## src/rtl/bmcc_pkg.sv

```systemverilog
`timescale 1ns / 1ps
// ----------------------------------------------------------------------------
// bmcc_pkg: shared types and constants for the binary map corner classifier
// Word layouts, dimension constants and the weighted-sum corner codes.
// ----------------------------------------------------------------------------
package bmcc_pkg;

  localparam int unsigned MaxWidth  = 1024;
  localparam int unsigned MaxHeight = 1024;
  localparam int unsigned ColW      = $clog2(MaxWidth);
  localparam int unsigned RowW      = $clog2(MaxHeight);
  localparam int unsigned CfgW      = 11;
  localparam int unsigned PixW      = 8;
  localparam int unsigned OutPosW   = 10;
  localparam int unsigned SumW      = 5;

  localparam logic [PixW-1:0]     PixOccupied = PixW'(255);
  localparam logic [CfgW-1:0]     WidthReset  = CfgW'(1024);
  localparam logic [CfgW-1:0]     WidthMin    = CfgW'(2);
  localparam logic [CfgW-1:0]     WidthMax    = CfgW'(MaxWidth);
  localparam logic [RowW-1:0]     RowLast     = RowW'(MaxHeight - 1);

  localparam logic [SumW-1:0] SumOuterPp = SumW'(15);
  localparam logic [SumW-1:0] SumOuterNp = SumW'(13);
  localparam logic [SumW-1:0] SumOuterPn = SumW'(9);
  localparam logic [SumW-1:0] SumOuterNn = SumW'(11);
  localparam logic [SumW-1:0] SumInnerPp = SumW'(5);
  localparam logic [SumW-1:0] SumInnerNp = SumW'(7);
  localparam logic [SumW-1:0] SumInnerPn = SumW'(3);
  localparam logic [SumW-1:0] SumInnerNn = SumW'(1);

  typedef struct packed {
    logic [PixW-1:0] pixel;
    logic            frame_start;
  } in_word_t;

  typedef struct packed {
    logic [OutPosW-1:0] corner_x;
    logic [OutPosW-1:0] corner_y;
    logic               dir_x_negative;
    logic               dir_y_negative;
    logic               inner_corner;
  } out_word_t;

  typedef struct packed {
    logic [ColW-1:0] col;
    logic [RowW-1:0] row;
    logic            occ;
  } pos_t;

endpackage

```

## src/rtl/binary_map_corner_classifier.sv

```systemverilog
`timescale 1ns / 1ps
// ----------------------------------------------------------------------------
// binary_map_corner_classifier: 2x2 window corner detection on a binary map
// Binarizes raster map pixels and reports outer and inner corners.
// ----------------------------------------------------------------------------
// Usage:
//   Input channel (in_valid_i / in_stall_o / in_data_i) takes one pixel word
//   per cycle in raster order; frame_start marks the first pixel of a map.
//   Output channel (out_valid_o / out_stall_i / out_data_o) gives at most one
//   corner word per pixel, in pixel order.
//   Config channel (cfg_valid_i / cfg_ready_o / cfg_data_i) sets the row
//   width; write it only while no pixel is in flight.
//   Each pixel passes the window-stage register, then the output register.
//   Throughput: one pixel per unstalled cycle, set by the single line-buffer
//   read and write per pixel (one read port, one write port of the line RAM).
//   Reset clears the counters, window bits and valid flags and sets the
//   width to 1024; the line RAM is not cleared, the first row ignores it.
//   When the receiver stalls, the held word stays put, at most one more pixel
//   enters the window stage and then in_stall_o rises until the word leaves.
// ----------------------------------------------------------------------------
module binary_map_corner_classifier (
  input  logic                         clk_i,
  input  logic                         rst_ni,
  input  logic                         in_valid_i,
  output logic                         in_stall_o,
  input  bmcc_pkg::in_word_t           in_data_i,
  output logic                         out_valid_o,
  input  logic                         out_stall_i,
  output bmcc_pkg::out_word_t          out_data_o,
  input  logic                         cfg_valid_i,
  output logic                         cfg_ready_o,
  input  logic [bmcc_pkg::CfgW-1:0]    cfg_data_i
);

  logic                      accept;
  logic                      busy;
  bmcc_pkg::pos_t            pos;
  logic                      above;
  logic                      wr_en;
  logic [bmcc_pkg::ColW-1:0] wr_addr;
  logic                      wr_bit;

  assign cfg_ready_o = 1'b1;
  assign in_stall_o  = busy;
  assign accept      = in_valid_i && !busy;

  bmcc_scan u_scan (
    .clk_i      (clk_i),
    .rst_ni     (rst_ni),
    .cfg_we_i   (cfg_valid_i && cfg_ready_o),
    .cfg_data_i (cfg_data_i),
    .accept_i   (accept),
    .in_data_i  (in_data_i),
    .pos_o      (pos)
  );

  bmcc_ram #(
    .Width (1),
    .Depth (bmcc_pkg::MaxWidth)
  ) u_line_ram (
    .clk_i   (clk_i),
    .we_i    (wr_en),
    .waddr_i (wr_addr),
    .wdata_i (wr_bit),
    .re_i    (accept),
    .raddr_i (pos.col),
    .rdata_o (above)
  );

  bmcc_classify u_classify (
    .clk_i       (clk_i),
    .rst_ni      (rst_ni),
    .accept_i    (accept),
    .pos_i       (pos),
    .above_i     (above),
    .busy_o      (busy),
    .wr_en_o     (wr_en),
    .wr_addr_o   (wr_addr),
    .wr_bit_o    (wr_bit),
    .out_valid_o (out_valid_o),
    .out_stall_i (out_stall_i),
    .out_data_o  (out_data_o)
  );

endmodule

```

## src/rtl/bmcc_ram.sv

```systemverilog
`timescale 1ns / 1ps
// ----------------------------------------------------------------------------
// bmcc_ram: generic simple dual-port RAM
// One write port and one read port with registered read data.
// ----------------------------------------------------------------------------
module bmcc_ram #(
  parameter int unsigned Width = 1,
  parameter int unsigned Depth = 1024
) (
  input  logic                     clk_i,
  input  logic                     we_i,
  input  logic [$clog2(Depth)-1:0] waddr_i,
  input  logic [Width-1:0]         wdata_i,
  input  logic                     re_i,
  input  logic [$clog2(Depth)-1:0] raddr_i,
  output logic [Width-1:0]         rdata_o
);

  logic [Width-1:0] mem_q [Depth];
  logic [Width-1:0] rdata_q;

  always_ff @(posedge clk_i) begin
    if (we_i) begin
      mem_q[waddr_i] <= wdata_i;
    end
  end

  always_ff @(posedge clk_i) begin
    if (re_i) begin
      rdata_q <= mem_q[raddr_i];
    end
  end

  assign rdata_o = rdata_q;

endmodule

```

## src/rtl/bmcc_scan.sv

```systemverilog
`timescale 1ns / 1ps
// ----------------------------------------------------------------------------
// bmcc_scan: raster position tracking
// Holds the width register and the column and row counters, and gives the
// position and occupied bit of the incoming pixel.
// ----------------------------------------------------------------------------
module bmcc_scan (
  input  logic                         clk_i,
  input  logic                         rst_ni,
  input  logic                         cfg_we_i,
  input  logic [bmcc_pkg::CfgW-1:0]    cfg_data_i,
  input  logic                         accept_i,
  input  bmcc_pkg::in_word_t           in_data_i,
  output bmcc_pkg::pos_t               pos_o
);

  logic [bmcc_pkg::CfgW-1:0] width_q;
  logic [bmcc_pkg::CfgW-1:0] width_used;
  logic [bmcc_pkg::ColW-1:0] col_q, col_d, col_cur;
  logic [bmcc_pkg::RowW-1:0] row_q, row_d, row_cur;
  logic [bmcc_pkg::CfgW-1:0] col_inc;
  logic                      wrap;

  always_comb begin
    if (width_q < bmcc_pkg::WidthMin) begin
      width_used = bmcc_pkg::WidthMin;
    end else if (width_q > bmcc_pkg::WidthMax) begin
      width_used = bmcc_pkg::WidthMax;
    end else begin
      width_used = width_q;
    end
  end

  always_comb begin
    col_cur = in_data_i.frame_start ? '0 : col_q;
    row_cur = in_data_i.frame_start ? '0 : row_q;
    if (bmcc_pkg::CfgW'(col_cur) >= width_used) begin
      col_cur = '0;
    end
    col_inc = bmcc_pkg::CfgW'(col_cur) + bmcc_pkg::CfgW'(1);
    wrap    = (col_inc >= width_used);
    col_d   = wrap ? '0 : col_inc[bmcc_pkg::ColW-1:0];
    row_d   = (wrap && (row_cur != bmcc_pkg::RowLast)) ? row_cur + bmcc_pkg::RowW'(1)
                                                       : row_cur;
  end

  always_ff @(posedge clk_i or negedge rst_ni) begin
    if (!rst_ni) begin
      width_q <= bmcc_pkg::WidthReset;
    end else if (cfg_we_i) begin
      width_q <= cfg_data_i;
    end
  end

  always_ff @(posedge clk_i or negedge rst_ni) begin
    if (!rst_ni) begin
      col_q <= '0;
      row_q <= '0;
    end else if (accept_i) begin
      col_q <= col_d;
      row_q <= row_d;
    end
  end

  assign pos_o.col = col_cur;
  assign pos_o.row = row_cur;
  assign pos_o.occ = (in_data_i.pixel == bmcc_pkg::PixOccupied);

endmodule

```

## src/rtl/bmcc_classify.sv

```systemverilog
`timescale 1ns / 1ps
// ----------------------------------------------------------------------------
// bmcc_classify: window stage and output register
// Combines the line-buffer bit with the window bits, classifies the 2x2
// window and holds the result word for the receiver.
// ----------------------------------------------------------------------------
module bmcc_classify (
  input  logic                         clk_i,
  input  logic                         rst_ni,
  input  logic                         accept_i,
  input  bmcc_pkg::pos_t               pos_i,
  input  logic                         above_i,
  output logic                         busy_o,
  output logic                         wr_en_o,
  output logic [bmcc_pkg::ColW-1:0]    wr_addr_o,
  output logic                         wr_bit_o,
  output logic                         out_valid_o,
  input  logic                         out_stall_i,
  output bmcc_pkg::out_word_t          out_data_o
);

  logic                      s1_valid_q;
  bmcc_pkg::pos_t            s1_pos_q;
  logic                      left_q, upper_left_q;
  logic                      out_valid_q, out_valid_d;
  bmcc_pkg::out_word_t       out_q, out_d;
  logic                      advance;
  logic [bmcc_pkg::SumW-1:0] sum;
  logic                      hit, inner, xneg, yneg;

  assign advance = s1_valid_q && (!out_valid_q || !out_stall_i);
  assign busy_o  = s1_valid_q && !advance;

  assign sum = bmcc_pkg::SumW'(upper_left_q)
             + bmcc_pkg::SumW'(3) * bmcc_pkg::SumW'(above_i)
             + bmcc_pkg::SumW'(7) * bmcc_pkg::SumW'(left_q)
             + bmcc_pkg::SumW'(5) * bmcc_pkg::SumW'(s1_pos_q.occ);

  always_comb begin
    hit   = 1'b1;
    inner = 1'b0;
    xneg  = 1'b0;
    yneg  = 1'b0;
    case (sum)
      bmcc_pkg::SumOuterPp: begin
      end
      bmcc_pkg::SumOuterNp: begin
        xneg = 1'b1;
      end
      bmcc_pkg::SumOuterPn: begin
        yneg = 1'b1;
      end
      bmcc_pkg::SumOuterNn: begin
        xneg = 1'b1;
        yneg = 1'b1;
      end
      bmcc_pkg::SumInnerPp: begin
        inner = 1'b1;
      end
      bmcc_pkg::SumInnerNp: begin
        inner = 1'b1;
        xneg  = 1'b1;
      end
      bmcc_pkg::SumInnerPn: begin
        inner = 1'b1;
        yneg  = 1'b1;
      end
      bmcc_pkg::SumInnerNn: begin
        inner = 1'b1;
        xneg  = 1'b1;
        yneg  = 1'b1;
      end
      default: begin
        hit = 1'b0;
      end
    endcase
    if ((s1_pos_q.col == '0) || (s1_pos_q.row == '0)) begin
      hit = 1'b0;
    end
  end

  always_comb begin
    out_d.corner_x       = bmcc_pkg::OutPosW'(xneg ? s1_pos_q.col - bmcc_pkg::ColW'(1)
                                                   : s1_pos_q.col);
    out_d.corner_y       = bmcc_pkg::OutPosW'(yneg ? s1_pos_q.row - bmcc_pkg::RowW'(1)
                                                   : s1_pos_q.row);
    out_d.dir_x_negative = xneg;
    out_d.dir_y_negative = yneg;
    out_d.inner_corner   = inner;
    if (advance && hit) begin
      out_valid_d = 1'b1;
    end else begin
      out_valid_d = out_valid_q && out_stall_i;
    end
  end

  always_ff @(posedge clk_i or negedge rst_ni) begin
    if (!rst_ni) begin
      s1_valid_q   <= 1'b0;
      left_q       <= 1'b0;
      upper_left_q <= 1'b0;
      out_valid_q  <= 1'b0;
    end else begin
      out_valid_q <= out_valid_d;
      if (accept_i) begin
        s1_valid_q <= 1'b1;
      end else if (advance) begin
        s1_valid_q <= 1'b0;
      end
      if (advance) begin
        left_q       <= s1_pos_q.occ;
        upper_left_q <= above_i;
      end
    end
  end

  always_ff @(posedge clk_i) begin
    if (accept_i) begin
      s1_pos_q <= pos_i;
    end
    if (advance && hit) begin
      out_q <= out_d;
    end
  end

  assign wr_en_o     = advance;
  assign wr_addr_o   = s1_pos_q.col;
  assign wr_bit_o    = s1_pos_q.occ;
  assign out_valid_o = out_valid_q;
  assign out_data_o  = out_q;

endmodule

```

## config.mk

```make
export PLATFORM = sky130hd
export DESIGN_NAME = binary_map_corner_classifier
export DESIGN_NICKNAME = d
export VERILOG_FILES = /design/src/rtl/bmcc_pkg.sv /design/src/rtl/binary_map_corner_classifier.sv /design/src/rtl/bmcc_ram.sv /design/src/rtl/bmcc_scan.sv /design/src/rtl/bmcc_classify.sv
export SDC_FILE = /design/constraint.sdc
export NUM_CORES = 2
export LEC_CHECK = 0
export BUFFER_PORTS_ARGS = -buffer_cell sky130_fd_sc_hd__buf_2
export CAP_MARGIN = 5
export CORE_AREA = 2 2 269 470
export DETAILED_ROUTE_END_ITERATION = 8
export DIE_AREA = 0 0 271 472
export GPL_TIMING_DRIVEN = 1
export PLACE_DENSITY_LB_ADDON = 0.05
export SYNTH_ARGS = -nofsm -noshare
export SYNTH_HDL_FRONTEND = slang
export SYNTH_HIERARCHICAL = 1
export SYNTH_SLANG_ARGS = --single-unit
```

## constraint.sdc

```tcl
create_clock -name clk_i -period 26.7 [get_ports clk_i]
set_clock_uncertainty 0.15 [all_clocks]
set_input_delay 0 -clock clk_i [delete_from_list [all_inputs] [get_ports clk_i]]
set_output_delay 0 -clock clk_i [all_outputs]
set_load 0.03 [all_outputs]
```

==> flow_metrics.tcl <==
set metrics [dict create \
    io_pins 51 \
    setup_ws_ps 19060 \
    syn_to_final_growth_pct 11.02 \
    clkSlewWorstSetupHoldPaths_ps 60 \
    drive_above_1_share_pct 15.74 \
    finalNetCount 3571 \
    syn_area_mm2 0.04931 \
    core_mm2 0.1239 \
    gp_congestion 0.8321 \
    async_flop_share_pct 3.170 \
    drt_iter0_drc 2659 \
    setup_tns_ps 0 \
    synth_top_area_cell "edfxtp_1" \
    yosys_most_used_dff "edfxtp_1" \
    p_seq_share_pct 46.8 \
    ys_warn_count 6 \
    crit_required_ps 27000 \
    critPathKind "flop to flop" \
    ys_seq_area_share_pct 66.87 \
    post_cts_buffers 0 \
    syn_avg_cell_area_um2 13.88 \
    grt_max_degree 279 \
    dpl.hpwl_um 89620 \
    finalInstanceArea_mm2 0.05475 \
    grt_overflow_total 0 \
    synthTopCellsByArea "edfxtp_1 (65%), mux4_2 (9.1%), nor2_1 (8.1%), mux2i_1 (2.5%), dfrtp_1 (1.7%)" \
    whs_ps 56.30 \
    ctsLongestPathBuffers 3 \
    p_clk_share_pct 35.2 \
    cts_sinks 1104 \
    vias_per_cell 5.766 \
    multiInputGateArea_mm2 0.01486 \
    seqCellArea_mm2 0.03298 \
    synth_common_cells "edfxtp_1 (1,069), nor2_1 (1,064), mux4_2 (200)" \
    cts_tree "yes" \
    endpoint_kind "flop" \
    synth_top_area_share_pct 65.09 \
    hold_violations 0 \
    fin_crit_ps 7639 \
    crit_path_top_delay_cell "buf_4" \
    routed_wl_um 159200 \
    min_path_type "primary input to flop" \
    p_per_area_mw_per_mm2 77.59 \
    max-vdd-ir-drop_v 0.00006818 \
    worstMarginPinSlew_ps 1272 \
    fillers 11282 \
    syn_nets 3610 \
    synth_edf_count 1069 \
    drc_errors 0 \
    drv_cap 0 \
    fp.dieH_um 472 \
    synth.most_common_cell "edfxtp_1" \
    avgRoutedWirePerCell_um 30.34 \
    grt_pass1_vias 31338 \
    crit_path_start_kind "flop" \
    p_comb_share_pct 17.9 \
    critPathMostFrequentCell "a21oi_1" \
    fmax_mhz 130.9 \
    dieArea_mm2 0.1279 \
    clk_latency_ps 730 \
    track_usage_pct 24.85 \
    min_period_over_period_pct 28.61 \
    path_cells "nor4_1 > nand2_1 > o31ai_1 > nand2_1 > ha_1 > a21o_1 > a21oi_1 > o32ai_1 > or2_2 > nor3_2 > buf_4 > buf_12 > buf_4 > mux4_1 > a22oi_1 > a21oi_1 > a21oi_1 > nand4_1 > and4_1 > nor4_1 > o2111ai_1" \
    p_leak_nw 16.52 \
    setup_viol 0 \
    dpl_cell_area_mm2 0.05090 \
    drt-pass1-iter-count 7 \
    synthCells 3552 \
    post_synth_num_cell_types 78 \
    detail-route-antenna-nets 0 \
    report.final.slew_viol_count 0 \
    outcome "finished, final reports clean" \
    ys_ff_latch 1104 \
    cts_buffers 108 \
    maxSlewHeadroom_pct 15.19 \
    rsz0062_at_grt "no" \
    grt_pass1_wl_um 225100 \
    clockRootBuffer "clkbuf_16" \
    io_buffers 49 \
    antenna_found_initial 5 \
    initial_core_util_pct 39.81 \
    crit_path_max_incr_delay_ps 800 \
    vias 30262 \
    htreeDepth 3 \
    worstPathArrival_ps 7940 \
    dp_slack_ps 18920 \
    cp_max_fo 82 \
    num_rows 171 \
    die_w_um 271 \
    power.switching_mw 1.189 \
    p_int_mw 3.059 \
    swShare_pct 27.99 \
]
## timing repair
action | in CTS | in global routing
hold buffers | 45 | 0
endpoints found under the hold margin | 106 | 0
gates resized for setup | 0 | 0
## final timing paths
path / from / end / slack [ps] / cells past startpoint
setup / recovery: u_scan/width_q[8]$_DFFE_PN0P_ / u_line_ram/rdata_o$_DFFE_PP_ / 19060 / 21
hold / removal: in_data_i[5] / u_classify/wr_bit_o$_DFFE_PP_ / 60 / 4
setup reg to reg: u_scan/width_q[8]$_DFFE_PN0P_ / u_line_ram/rdata_o$_DFFE_PP_ / 19060 / 21
hold reg to reg: u_classify/out_valid_o$_DFF_PN0_ / u_classify/out_valid_o$_DFF_PN0_ / 390 / 1
max in group asynchronous: rst_ni / u_scan/width_q[6]$_DFFE_PN0P_ / 25680 / 4
min in group asynchronous: rst_ni / u_scan/width_q[10]$_DFFE_PN1P_ / 450 / 3
## through the flow
stage / instances / power (mW) / utilization (%)
after floorplan: 3552 / 2.591 / -
after global placement: 5001 / 2.785 / 41.09
after detailed placement: 5001 / 2.794 / 41.09
after CTS: 5238 / 4.294 / 44.17
after global routing: 5247 / 4.392 / 44.19
final: 5248 / 4.248 / 44.19
## layout make-up
| cell class | instances | share of cell area, % |
|---|---|---|
| inverter | 27 | 0.1851 |
| timing repair buffer | 176 | 2.496 |
| multi-input combinational | 2096 | 27.15 |
| tap | 1643 | 3.755 |
| sequential | 1104 | 60.24 |
| clock buffer | 136 | 5.355 |
| clock inverter | 56 | 0.7793 |
| antenna | 10 | 0.04571 |
## registers in the layout, summed over array words and instances (netlist names), 10 cells and up
| signal | flops |
|---|---|
| u_line_ram/mem_q | 1024 |
| u_classify/wr_addr_o | 10 |
| u_classify/s1_pos_q | 10 |
| u_scan/col_q | 10 |
| u_scan/width_q | 11 |
| u_scan/row_q | 10 |
| u_classify/out_data_o | 23 |
## metal layers
metal / vias to the layer above / GRT usage (%) / part of all wire (%)
met1: 16095 / 28.39 / 37
met2: 940 / 46.83 / 55
met3: 249 / 2.626 / 4.3
met5: - / 0 / 0.0075
met4: 2 / 10.23 / 4.0
li1: 12976 / - / -
## worst max-delay path: cells and delay by family, from the launching register on
kind / cells / cell delay (ps)
fa+ha+maj: 1 / 350
compound gates: 8 / 1840
mux: 1 / 640
buf+inv: 3 / 1870
flops: 1 / 390
simple gates: 8 / 1980
## power groups by stage
stage	clock network (mW)	logic (mW)	registers, mW
after global routing	1.59	0.814	1.99
after detailed placement	0	0.768	2.03
after global placement	0	0.759	2.03
after floorplan	0	0.483	2.11
after CTS	1.53	0.777	1.99
final	1.50	0.761	1.99
## cell usage in the layout, fill, tap and decap left out, types with 20 or more instances in the layout
cell,count
ha_1,30
nor2b_1,25
nand2_1,123
clkinv_1,22
buf_2,49
mux4_2,200
a21oi_1,46
mux2i_1,125
edfxtp_1,1069
clkinv_2,24
clkbuf_16,111
inv_1,22
o22ai_1,29
nand4_1,23
o21ai_0,20
buf_4,79
dlygate4sd3_1,44
dfrtp_1,34
nand3_1,26
nor2_1,1062
nand3_2,24
nor3_1,57
o221ai_1,49
## cells by family (layout without fill, tap and decap cells)
family                   count (synthesis)  count (layout)  share of synthesized area (%)
AO/OA/AOI/OAI                          230             230                          3.288
XOR/XNOR                                37              37                         0.6724
adder cells (fa/ha/maj)                 33              33                         0.8829
buffers and inverters                  352             395                          3.425
flip-flops                            1104            1104                          66.87
multiplexers                           352             352                          12.71
other                                    1              11                       0.007604
AND/OR/NAND/NOR                       1443            1443                          12.14
(Power assumes the default switching activity.)
